## src/rtl/pswb_cell.sv

```systemverilog
// One table entry: valid, address, ring head and fill, plus its link in the select chain.
`default_nettype none
module pswb_cell #(
	parameter int IDX_W  = 6,
	parameter int FILL_W = 5,
	parameter int SLOT_W = 4,
	parameter logic [IDX_W-1:0] MY_IDX = '0
) (
	input  wire logic              clk,
	input  wire logic              arst_n,
	input  wire logic              by_index,
	input  wire logic [IDX_W-1:0]  sel_idx,
	input  wire logic [63:0]       key_high,
	input  wire logic [63:0]       key_low,
	input  wire logic              wr_en,
	input  wire logic [IDX_W-1:0]  wr_idx,
	input  wire logic              wr_valid,
	input  wire logic              wr_addr_en,
	input  wire logic [SLOT_W-1:0] wr_head,
	input  wire logic [FILL_W-1:0] wr_fill,
	input  wire logic              hit_i,
	input  wire logic [IDX_W-1:0]  idx_i,
	input  wire logic              valid_i,
	input  wire logic [SLOT_W-1:0] head_i,
	input  wire logic [FILL_W-1:0] fill_i,
	input  wire logic              free_i,
	input  wire logic [IDX_W-1:0]  fidx_i,
	output logic                   hit_o,
	output logic [IDX_W-1:0]       idx_o,
	output logic                   valid_o,
	output logic [SLOT_W-1:0]      head_o,
	output logic [FILL_W-1:0]      fill_o,
	output logic                   free_o,
	output logic [IDX_W-1:0]       fidx_o
);
	logic              valid_q;
	logic [SLOT_W-1:0] head_q;
	logic [FILL_W-1:0] fill_q;
	logic [63:0]       addr_high_q;
	logic [63:0]       addr_low_q;
	logic              sel;
	logic              wr_me;

	assign wr_me = wr_en && (wr_idx == MY_IDX);
	assign sel = by_index ? (sel_idx == MY_IDX) :
		(valid_q && addr_high_q == key_high && addr_low_q == key_low);

	always_comb begin
		hit_o   = hit_i | sel;
		idx_o   = sel ? MY_IDX : idx_i;
		valid_o = sel ? valid_q : valid_i;
		head_o  = sel ? head_q : head_i;
		fill_o  = sel ? fill_q : fill_i;
		free_o  = free_i | !valid_q;
		fidx_o  = (!free_i && !valid_q) ? MY_IDX : fidx_i;
	end

	always_ff @(posedge clk or negedge arst_n) begin
		if (!arst_n) begin
			valid_q <= 1'b0;
			head_q  <= '0;
			fill_q  <= '0;
		end else if (wr_me) begin
			valid_q <= wr_valid;
			head_q  <= wr_head;
			fill_q  <= wr_fill;
		end
	end

	always_ff @(posedge clk) begin
		if (wr_me && wr_addr_en) begin
			addr_high_q <= key_high;
			addr_low_q  <= key_low;
		end
	end

endmodule
`default_nettype wire

```

## config.mk

```make
export PLATFORM = sky130hd
export DESIGN_NAME = pswb_cell
export DESIGN_NICKNAME = d
export VERILOG_FILES = /design/src/rtl/pswb_cell.sv
export SDC_FILE = /design/constraint.sdc
export NUM_CORES = 1
export LEC_CHECK = 0
export BUFFER_PORTS_ARGS = -buffer_cell sky130_fd_sc_hd__buf_2
export CORE_MARGIN = 2
export CORE_UTILIZATION = 40
export DETAILED_ROUTE_END_ITERATION = 10
export PLACE_DENSITY_LB_ADDON = 0.15
export SLEW_MARGIN = 20
export SYNTH_ARGS = -nofsm -noshare
export SYNTH_HDL_FRONTEND = slang
export SYNTH_SLANG_ARGS = --single-unit
```

## constraint.sdc

```tcl
create_clock -name clk -period 3.26 [get_ports clk]
set_clock_uncertainty 0.15 [all_clocks]
set_input_delay 0.489 -clock clk [delete_from_list [all_inputs] [get_ports clk]]
set_output_delay 0.489 -clock clk [all_outputs]
set_load 0.005 [all_outputs]
```

# ---- Word level (Yosys, flattened, before mapping)
# Index checks and enable logic that the tools add are counted.
# W data, S select, Z words.
dict set report word_totals {
  regBits 138
  inputBits 179
}
dict set report classes {
  eq_ne 2
  n_mux 6
  bitwise_logic 2
  reduce_logical 9
}
# operator count
set ops {}
lappend ops {{$eq A64 B64 Y1} 2}
lappend ops {{$logic_not A6 Y1} 2}
lappend ops {{$mux W6} 2}
lappend ops {{$logic_and A1 B1 Y1} 5}
lappend ops {{$mux W5} 1}
lappend ops {{$mux W4} 1}
lappend ops {{$logic_not A1 Y1} 2}
lappend ops {{$mux W1} 2}
lappend ops {{$or A1 B1 Y1} 2}

# ---- Logic depth before layout (Yosys ltp)
# Gate-level depths: netlist of the first run.
dict set report depth {
  ltp_word 5
  ltp_mapped 8
}

# ---- Worst setup path before layout of the first run
# Ideal clock, no wire load.
dict set report synth_path {
  path_kind {input-to-reg}
  from {input port wr_idx[2]}
  to {register addr_high_q[0] (enable)}
  setup_ps 503
  t_arrival_ps 3895
  required_ps 2607
  setup_slack_ps -1288
  stages 2
  path_buffers 0
  path_cell_list {nor4b_1 -> and3_1}
}
dict set report synth_via {
  elab_chain_len 3
}
# item line
set synth_rtl {}
lappend synth_rtl {{start: declaration} 16} ;# input wire logic [IDX_W-1:0] wr_idx,
lappend synth_rtl {{$logic_not A6 Y1} 44} ;# assign wr_me = wr_en && (wr_idx == MY_IDX);
lappend synth_rtl {{$logic_and A1 B1 Y1} 44}
lappend synth_rtl {{$logic_and A1 B1 Y1} 71} ;# if (wr_me && wr_addr_en) begin
lappend synth_rtl {{end signal: assignment} 72} ;# addr_high_q <= key_high;
lappend synth_rtl {{end: declaration} 39} ;# logic [63:0] addr_high_q;
# Every way passes these cells.
# A chain may end at the register's enable or synchronous reset.

# ---- Worst setup path in the final report of the first run
dict set report layout_path {
  from {register addr_high_q[2]}
  to {output port fill_o[0]}
}
dict set report layout_via {
  elab_chain_len 5
}
# item line
set layout_rtl {}
lappend layout_rtl {{$eq A64 B64 Y1} 46} ;# (valid_q && addr_high_q == key_high && addr_low_q == key_low);
lappend layout_rtl {{$logic_and A1 B1 Y1 (2 in a row)} 46}
lappend layout_rtl {{$mux W1} 45} ;# assign sel = by_index ? (sel_idx == MY_IDX) :
lappend layout_rtl {{$mux W5} 53} ;# fill_o = sel ? fill_q : fill_i;
lappend layout_rtl {{end: declaration} 32} ;# output logic [FILL_W-1:0] fill_o,
# Every way passes these cells.

==> results.json, run 1 <==
{
  "outcome": "complete, but fails checks",
  "violations": "setup timing",
  "ant_nets": 0,
  "crit-reg2reg-launch": "valid_q",
  "count_of_input_and_output_buffers": 202,
  "timing.rr.end": "valid_q",
  "synth_area_um2": 6171,
  "floorplan.die.width_um": 128.2,
  "vias_per_cell": 4.953,
  "synth.lib_cells_used.distinct": 37,
  "cts_tree": "built",
  "floorplan.die_area_um2": 16440,
  "synthesis.yosys.warnings": 0,
  "layout_common_cells": "buf_2 (195), edfxtp_1 (128), inv_1 (57)",
  "yosysTopAreaCell": "edfxtp_1",
  "cap_violations": 0,
  "totalNegativeSetupSlack_ps": -7411,
  "slowest_stage": "or4_4",
  "clock_root_buffer": "clkbuf_16",
  "initial_antenna_violation_count": 2,
  "remaining_drc_errors": 0,
  "worst_hold_path.endpoint": "addr_low_q[3]",
  "vias_in_the_first_global_route": 4334,
  "detailedRoute.firstPassIterationCount": 5,
  "globalRoute.busiestLayer": "met2",
  "worst_path_dominant_cell_family": "compound AO/OA/AOI/OAI gates",
  "cts-htree-levels": 4,
  "grt_use_met1": 0.2205,
  "floorplan.initialDensity": 0.4074,
  "hpwl_mm": 11.19,
  "cp_cell_sequence": "nor2b_1 -> a2111o_1 -> a2111oi_4 -> buf_4 -> nand4_1 -> or4_4 -> o21ai_4 -> buf_12 -> mux2_2 -> buf_2",
  "core_area_um2": 15150,
  "critical-path-max-stage-delay_ps": 460,
  "crit_required_ps": 2620,
  "report.final.setup_viol": 17,
  "clk_transition_reported_paths_ps": 60,
  "synth_largest_type_area_fraction": 0.6229,
  "detailroute.via_count": 4438,
  "postSynthNetCount": 612,
  "kind_of_capture_point_of_the_worst_setup_path": "output pin",
  "power.density_nw_per_um2": 487.5,
  "pin_count_of_the_biggest_net_entering_global_routing": 91,
  "syn-instance-count": 433,
  "min_period_ps": 3796,
  "areaGrowthSynthToFinish_pct": 36.90,
  "max_slew_margin": 0.6644,
  "grt_setup_unrepaired": "true",
  "drive_above_1_share": 0.4348,
  "hold_ws_ps": 114.8,
  "depth_of_the_worst_register_to_register_path": 1,
  "gr-usage-met2": 0.2888,
  "rows": 45,
  "grt_met3_usage": 0.06427,
  "fp.dieH_um": 128.2,
  "ys_ff_latch": 138,
  "first_iter_violations": 293,
  "worst_vdd_drop_mv": 0.3203,
  "finalHoldViolCount": 0,
  "postSynth.asyncResetShare": 0.07246,
  "holdPathStages": 1,
  "remaining_global_route_overflow": 0,
  "fillerInstances": 1268,
  "timing.final.crit_share": 1.164,
  "tritoncts_buffers": 17,
  "num-nets-final": 873,
  "min-delay-path-class": "in -> reg",
  "leakagePower_nw": 3.510,
  "clk_path_buf_depth": 2,
  "clkLatencyLatePin_ps": 410,
  "synth_ff_type": "edfxtp_1",
  "timing.critical_path.fanout_max": 8,
  "syn_avg_cell_area_um2": 14.25,
  "cp_num_buf_inv": 3,
  "grt_util_all_layers": 0.1786,
  "most_frequent_standard_cell_in_the_layout_excluding_fill_and_tap_cells": "buf_2",
  "synth-seq-area-share": 0.6634,
  "final_critical_path_setup_slack_ps": -535.7,
  "worstSetupPathType": "reg -> out",
  "max_freq_ghz": 0.2635,
  "holdCritStartpoint": "key_low[3]",
  "place.gp.congestion": 0.7862,
  "synthTopCellsByArea": "edfxtp_1 (62%), xor2_1 (7.2%), dfrtp_1 (4.1%)",
  "grt_pass1_wl_mm": 21.80,
  "start_kind": "flop",
  "critPathArrivalTime_ps": 3160,
  "worstMarginPinSlew_ps": 503.3,
  "setup.reg_to_reg.worst_slack_ps": 2260,
  "route.detailed.wl_per_inst_um": 16.47,
  "report.final.slew_viol_count": 0,
  "numClockSinks": 138,
  "io_pins": 203,
  "edff_count_synth": 128,
  "totalWireLength_mm": 14.76
}
layout make-up:
class                   count  area, µm²  area share
flip-flops and latches    138       4094      0.4846
multi-input cells         237       1927      0.2281
repair buffers            243       1415      0.1675
clock buffers              17      425.4     0.05036
well taps                 188      235.2     0.02784
inverters                  57      214.0     0.02533
clock inverters            14      132.6     0.01570
diodes                      2      5.005   0.0005924
synthesized netlist by cell type, drive strengths merged, types with 2 or more instances:
| library cell | count |
|---|---|
| edfxtp | 128 |
| nor3 | 3 |
| a22o | 2 |
| xor2 | 51 |
| nor4b | 2 |
| nand2b | 20 |
| dfrtp | 10 |
| mux2 | 20 |
| nand2 | 2 |
| o2bb2ai | 3 |
| nor2b | 30 |
| nor4 | 20 |
| inv | 57 |
| a2111oi | 2 |
| a22oi | 4 |
| o2111ai | 6 |
| o221ai | 2 |
| a221oi | 3 |
| nor2 | 8 |
| nand4 | 10 |
| xnor2 | 14 |
| a2111o | 7 |
| or4 | 2 |
| o22ai | 17 |
routing by layer:
layer / up-vias / wire length, µm / part of all wire
li1: 2134 / - / -
met2: 177 / 7093 / 0.48
met3: 14 / 1118 / 0.076
met1: 2113 / 6312 / 0.43
met5: - / 0 / 0
met4: 0 / 234 / 0.016
state kept, by name, indices dropped and copies added, names as in the netlist:
signal       flops
addr_high_q     64
addr_low_q      64
fill_q           5
head_q           4
valid_q          1
how the worst max path moves through the flow:
stage | from | to | slack (ps) | depth (start not counted)
after global placement | key_low[39] | head_o[1] | -450 | 11
after detailed placement | key_low[39] | head_o[1] | -550 | 11
final | addr_high_q[2] | fill_o[0] | -540 | 10
after floorplan | key_high[53] | fill_o[1] | 7 | 8
after CTS | addr_low_q[27] | head_o[2] | -530 | 9
after global routing | addr_high_q[2] | fill_o[4] | -660 | 10
report_power, final:
part	total [mW]	internal, mW	leakage [nW]	switching, mW
Combinational	0.331	0.188	1.96	0.143
Clock	1.82	1.11	0.269	0.707
Sequential	1.97	1.96	1.28	0.0134
cells by family (layout without fill, tap and decap cells):
family,count (synthesis),in the layout,share of synthesized area
and+or+nand+nor,102,102,0.1020
DFF,138,138,0.6634
muxes,20,20,0.03832
xor gates and xnor gates,65,65,0.09226
other,0,2,0
buffers and inverters,58,331,0.03710
AOI/OAI and AO/OA,50,50,0.06691
timing repair:
item	CTS	global route
endpoints found under the setup margin	17	17
pin swaps	1	8
gates cloned	0	1
endpoints found under the hold margin	10	0
hold buffers	1	0
setup buffers	0	3
resized for setup	8	20
through the flow:
stage / cells / util / setup slack (ps) / total power [mW] / area [µm²]
after detailed placement: 858 / 0.5086 / -550.0 / 2.325 / 7702
after global placement: 858 / 0.5086 / -452.9 / 2.314 / 7702
final: 896 / 0.5578 / -535.7 / 4.118 / 8448
after CTS: 890 / 0.5485 / -530.4 / 4.149 / 8307
after floorplan: 433 / - / 6.848 / 2.116 / 6172
after global routing: 895 / 0.5576 / -658.0 / 4.276 / 8446
No activity file was read; power rests on OpenSTA's default activity.
==> inputs of run 2 (changes only) <==
Settings changed: CORE_UTILIZATION 40 to 46.
Clock period 3.26 ns to 3.2 ns, I/O delays scaled along.
==> results.json, run 2 (synthesized netlist as in run 1, its figures left out) <==
{
  "outcome": "complete, but fails checks",
  "violations": "setup timing",
  "power.density_nw_per_um2": 533.8,
  "numClockSinks": 138,
  "floorplan.die_area_um2": 14360,
  "grt_util_all_layers": 0.2091,
  "timing.critical_path.fanout_max": 11,
  "first_iter_violations": 233,
  "initial_antenna_violation_count": 1,
  "most_frequent_standard_cell_in_the_layout_excluding_fill_and_tap_cells": "buf_2",
  "combinationalPowerShare": 0.074,
  "ant_nets": 0,
  "cts-htree-levels": 4,
  "pin_count_of_the_biggest_net_entering_global_routing": 38,
  "setup.reg_to_reg.worst_slack_ps": 2220,
  "core_area_um2": 13190,
  "placed_cells_incl_taps": 849,
  "clkLatencyLatePin_ps": 410,
  "worst_vdd_drop_mv": 0.3865,
  "vias_per_cell": 4.940,
  "worstMarginPinSlew_ps": 454.2,
  "slowest_stage": "or4_4",
  "io_pins": 203,
  "areaGrowthSynthToFinish_pct": 37.29,
  "report.final.slew_viol_count": 0,
  "max_freq_ghz": 0.2750,
  "finalHoldViolCount": 0,
  "floorplan.die.width_um": 119.8,
  "floorplan.initialDensity": 0.4678,
  "insertedDiodeCount": 0,
  "leakagePower_nw": 3.530,
  "detailroute.via_count": 4357,
  "final_critical_path_setup_slack_ps": -436.3,
  "start_kind": "flop",
  "rows": 42,
  "vias_in_the_first_global_route": 4429,
  "kind_of_capture_point_of_the_worst_setup_path": "output pin",
  "max_slew_margin": 0.6972,
  "worstSetupPathType": "reg -> out",
  "report.final.setup_viol": 17,
  "clk_transition_reported_paths_ps": 60,
  "depth_of_the_worst_register_to_register_path": 1,
  "cell_internal_pwr_mw": 3.630,
  "layout_common_cells": "buf_2 (200), edfxtp_1 (128), inv_1 (57)",
  "drive_above_1_share": 0.4306,
  "cts_tree": "built",
  "remaining_global_route_overflow": 0,
  "worst_path_dominant_cell_family": "compound AO/OA/AOI/OAI gates",
  "cp_num_buf_inv": 2,
  "worst_hold_path.endpoint": "addr_low_q[8]",
  "switchingPower_uw": 892.0,
  "grt_pass1_wl_mm": 22.43,
  "critical-path-max-stage-delay_ps": 520,
  "seq_power_share": 0.444,
  "fp.dieH_um": 119.8,
  "crit_required_ps": 2570,
  "place.gp.congestion": 0.8029,
  "hpwl_mm": 11.24,
  "num-nets-final": 873,
  "clk_path_buf_depth": 2,
  "tritoncts_buffers": 17,
  "crit-reg2reg-launch": "valid_q",
  "remaining_drc_errors": 0,
  "top_regs": "addr_high_q: 64 flops, addr_low_q: 64 flops, fill_q: 5 flops",
  "route.detailed.wl_per_inst_um": 16.63,
  "timing.rr.end": "valid_q",
  "pre_cts_ws_ps": -469.3,
  "critPathArrivalTime_ps": 3010,
  "path_depth": 9,
  "holdPathStages": 1,
  "min_period_ps": 3636,
  "pwr-share-clk": 0.482,
  "totalWireLength_mm": 14.67,
  "clock_root_buffer": "clkbuf_16",
  "timing.final.crit_share": 1.136,
  "power.switching_fraction": 0.1972,
  "detailedRoute.firstPassIterationCount": 4,
  "cap_violations": 0,
  "min-delay-path-class": "in -> reg",
  "cp_cell_sequence": "nor2b_1 -> a2111o_1 -> a2111oi_4 -> nand4_1 -> or4_4 -> o21ai_4 -> buf_12 -> mux2_2 -> buf_2",
  "fin_cells": 882,
  "grt_setup_unrepaired": "true",
  "count_of_input_and_output_buffers": 202,
  "holdCritStartpoint": "key_low[8]"
}
## run 2: cell type report
| type | count | area [µm²] |
|---|---|---|
| Clock buffer | 17 | 425.4 |
| Clock inverter | 14 | 227.7 |
| Fill cell | 1030 | 4718 |
| Inverter | 57 | 214.0 |
| Multi-Input combinational cell | 237 | 1919 |
| Sequential cell | 138 | 4094 |
| Tap cell | 176 | 220.2 |
| Timing Repair Buffer | 243 | 1371 |
## run 2: worst max path at each step
stage | startpoint | slack, ps | endpoint
detailed placement | key_low[52] | -470 | fill_o[0]
global placement | key_low[52] | -470 | valid_o
floorplan | key_low[39] | 30 | fill_o[1]
global route | addr_low_q[51] | -560 | fill_o[4]
CTS | addr_low_q[39] | -470 | fill_o[0]
finish | addr_low_q[39] | -440 | fill_o[0]
## run 2: power by group through the flow
| stage | clock [mW] | sequential [mW] | combinational (mW) |
|---|---|---|---|
| final | 2.18 | 2.01 | 0.336 |
| after global routing | 2.29 | 2.01 | 0.370 |
| after CTS | 2.21 | 2.01 | 0.336 |
| after detailed placement | 0 | 2.05 | 0.328 |
| after global placement | 0 | 2.04 | 0.317 |
| after floorplan | 0 | 2.04 | 0.115 |
## run 2: per-stage QoR
step	util	hold WS [ps]	setup TNS (ps)	instance area [µm²]	power, mW
global placement	0.5859	195.4	-5878	7729	2.361
global route	0.6423	88.33	-8345	8472	4.673
CTS	0.6404	84.97	-6751	8447	4.558
floorplan	-	34.41	0	6178	2.156
finish	0.6423	104.7	-6111	8472	4.522
detailed placement	0.5859	204.0	-5734	7729	2.373
## run 2: timing repair
| action | 4_1_cts | 5_1_grt |
|---|---|---|
| endpoints found under the hold margin | 10 | 0 |
| buffers inserted | 1 | 0 |
| pin swaps | 2 | 1 |
| hold buffers | 1 | 0 |
| setup endpoints to repair | 17 | 17 |
| resized for setup | 8 | 3 |
## run 2: layer usage
layer  vias up  wire, µm  part of all wire  track usage
li1       2133         -                 -            -
met3        19      1032             0.070      0.07224
met2       142      7250              0.49       0.3529
met5         -        16            0.0011            0
met4         2       201             0.014      0.06618
met1      2061      6164              0.42       0.2530
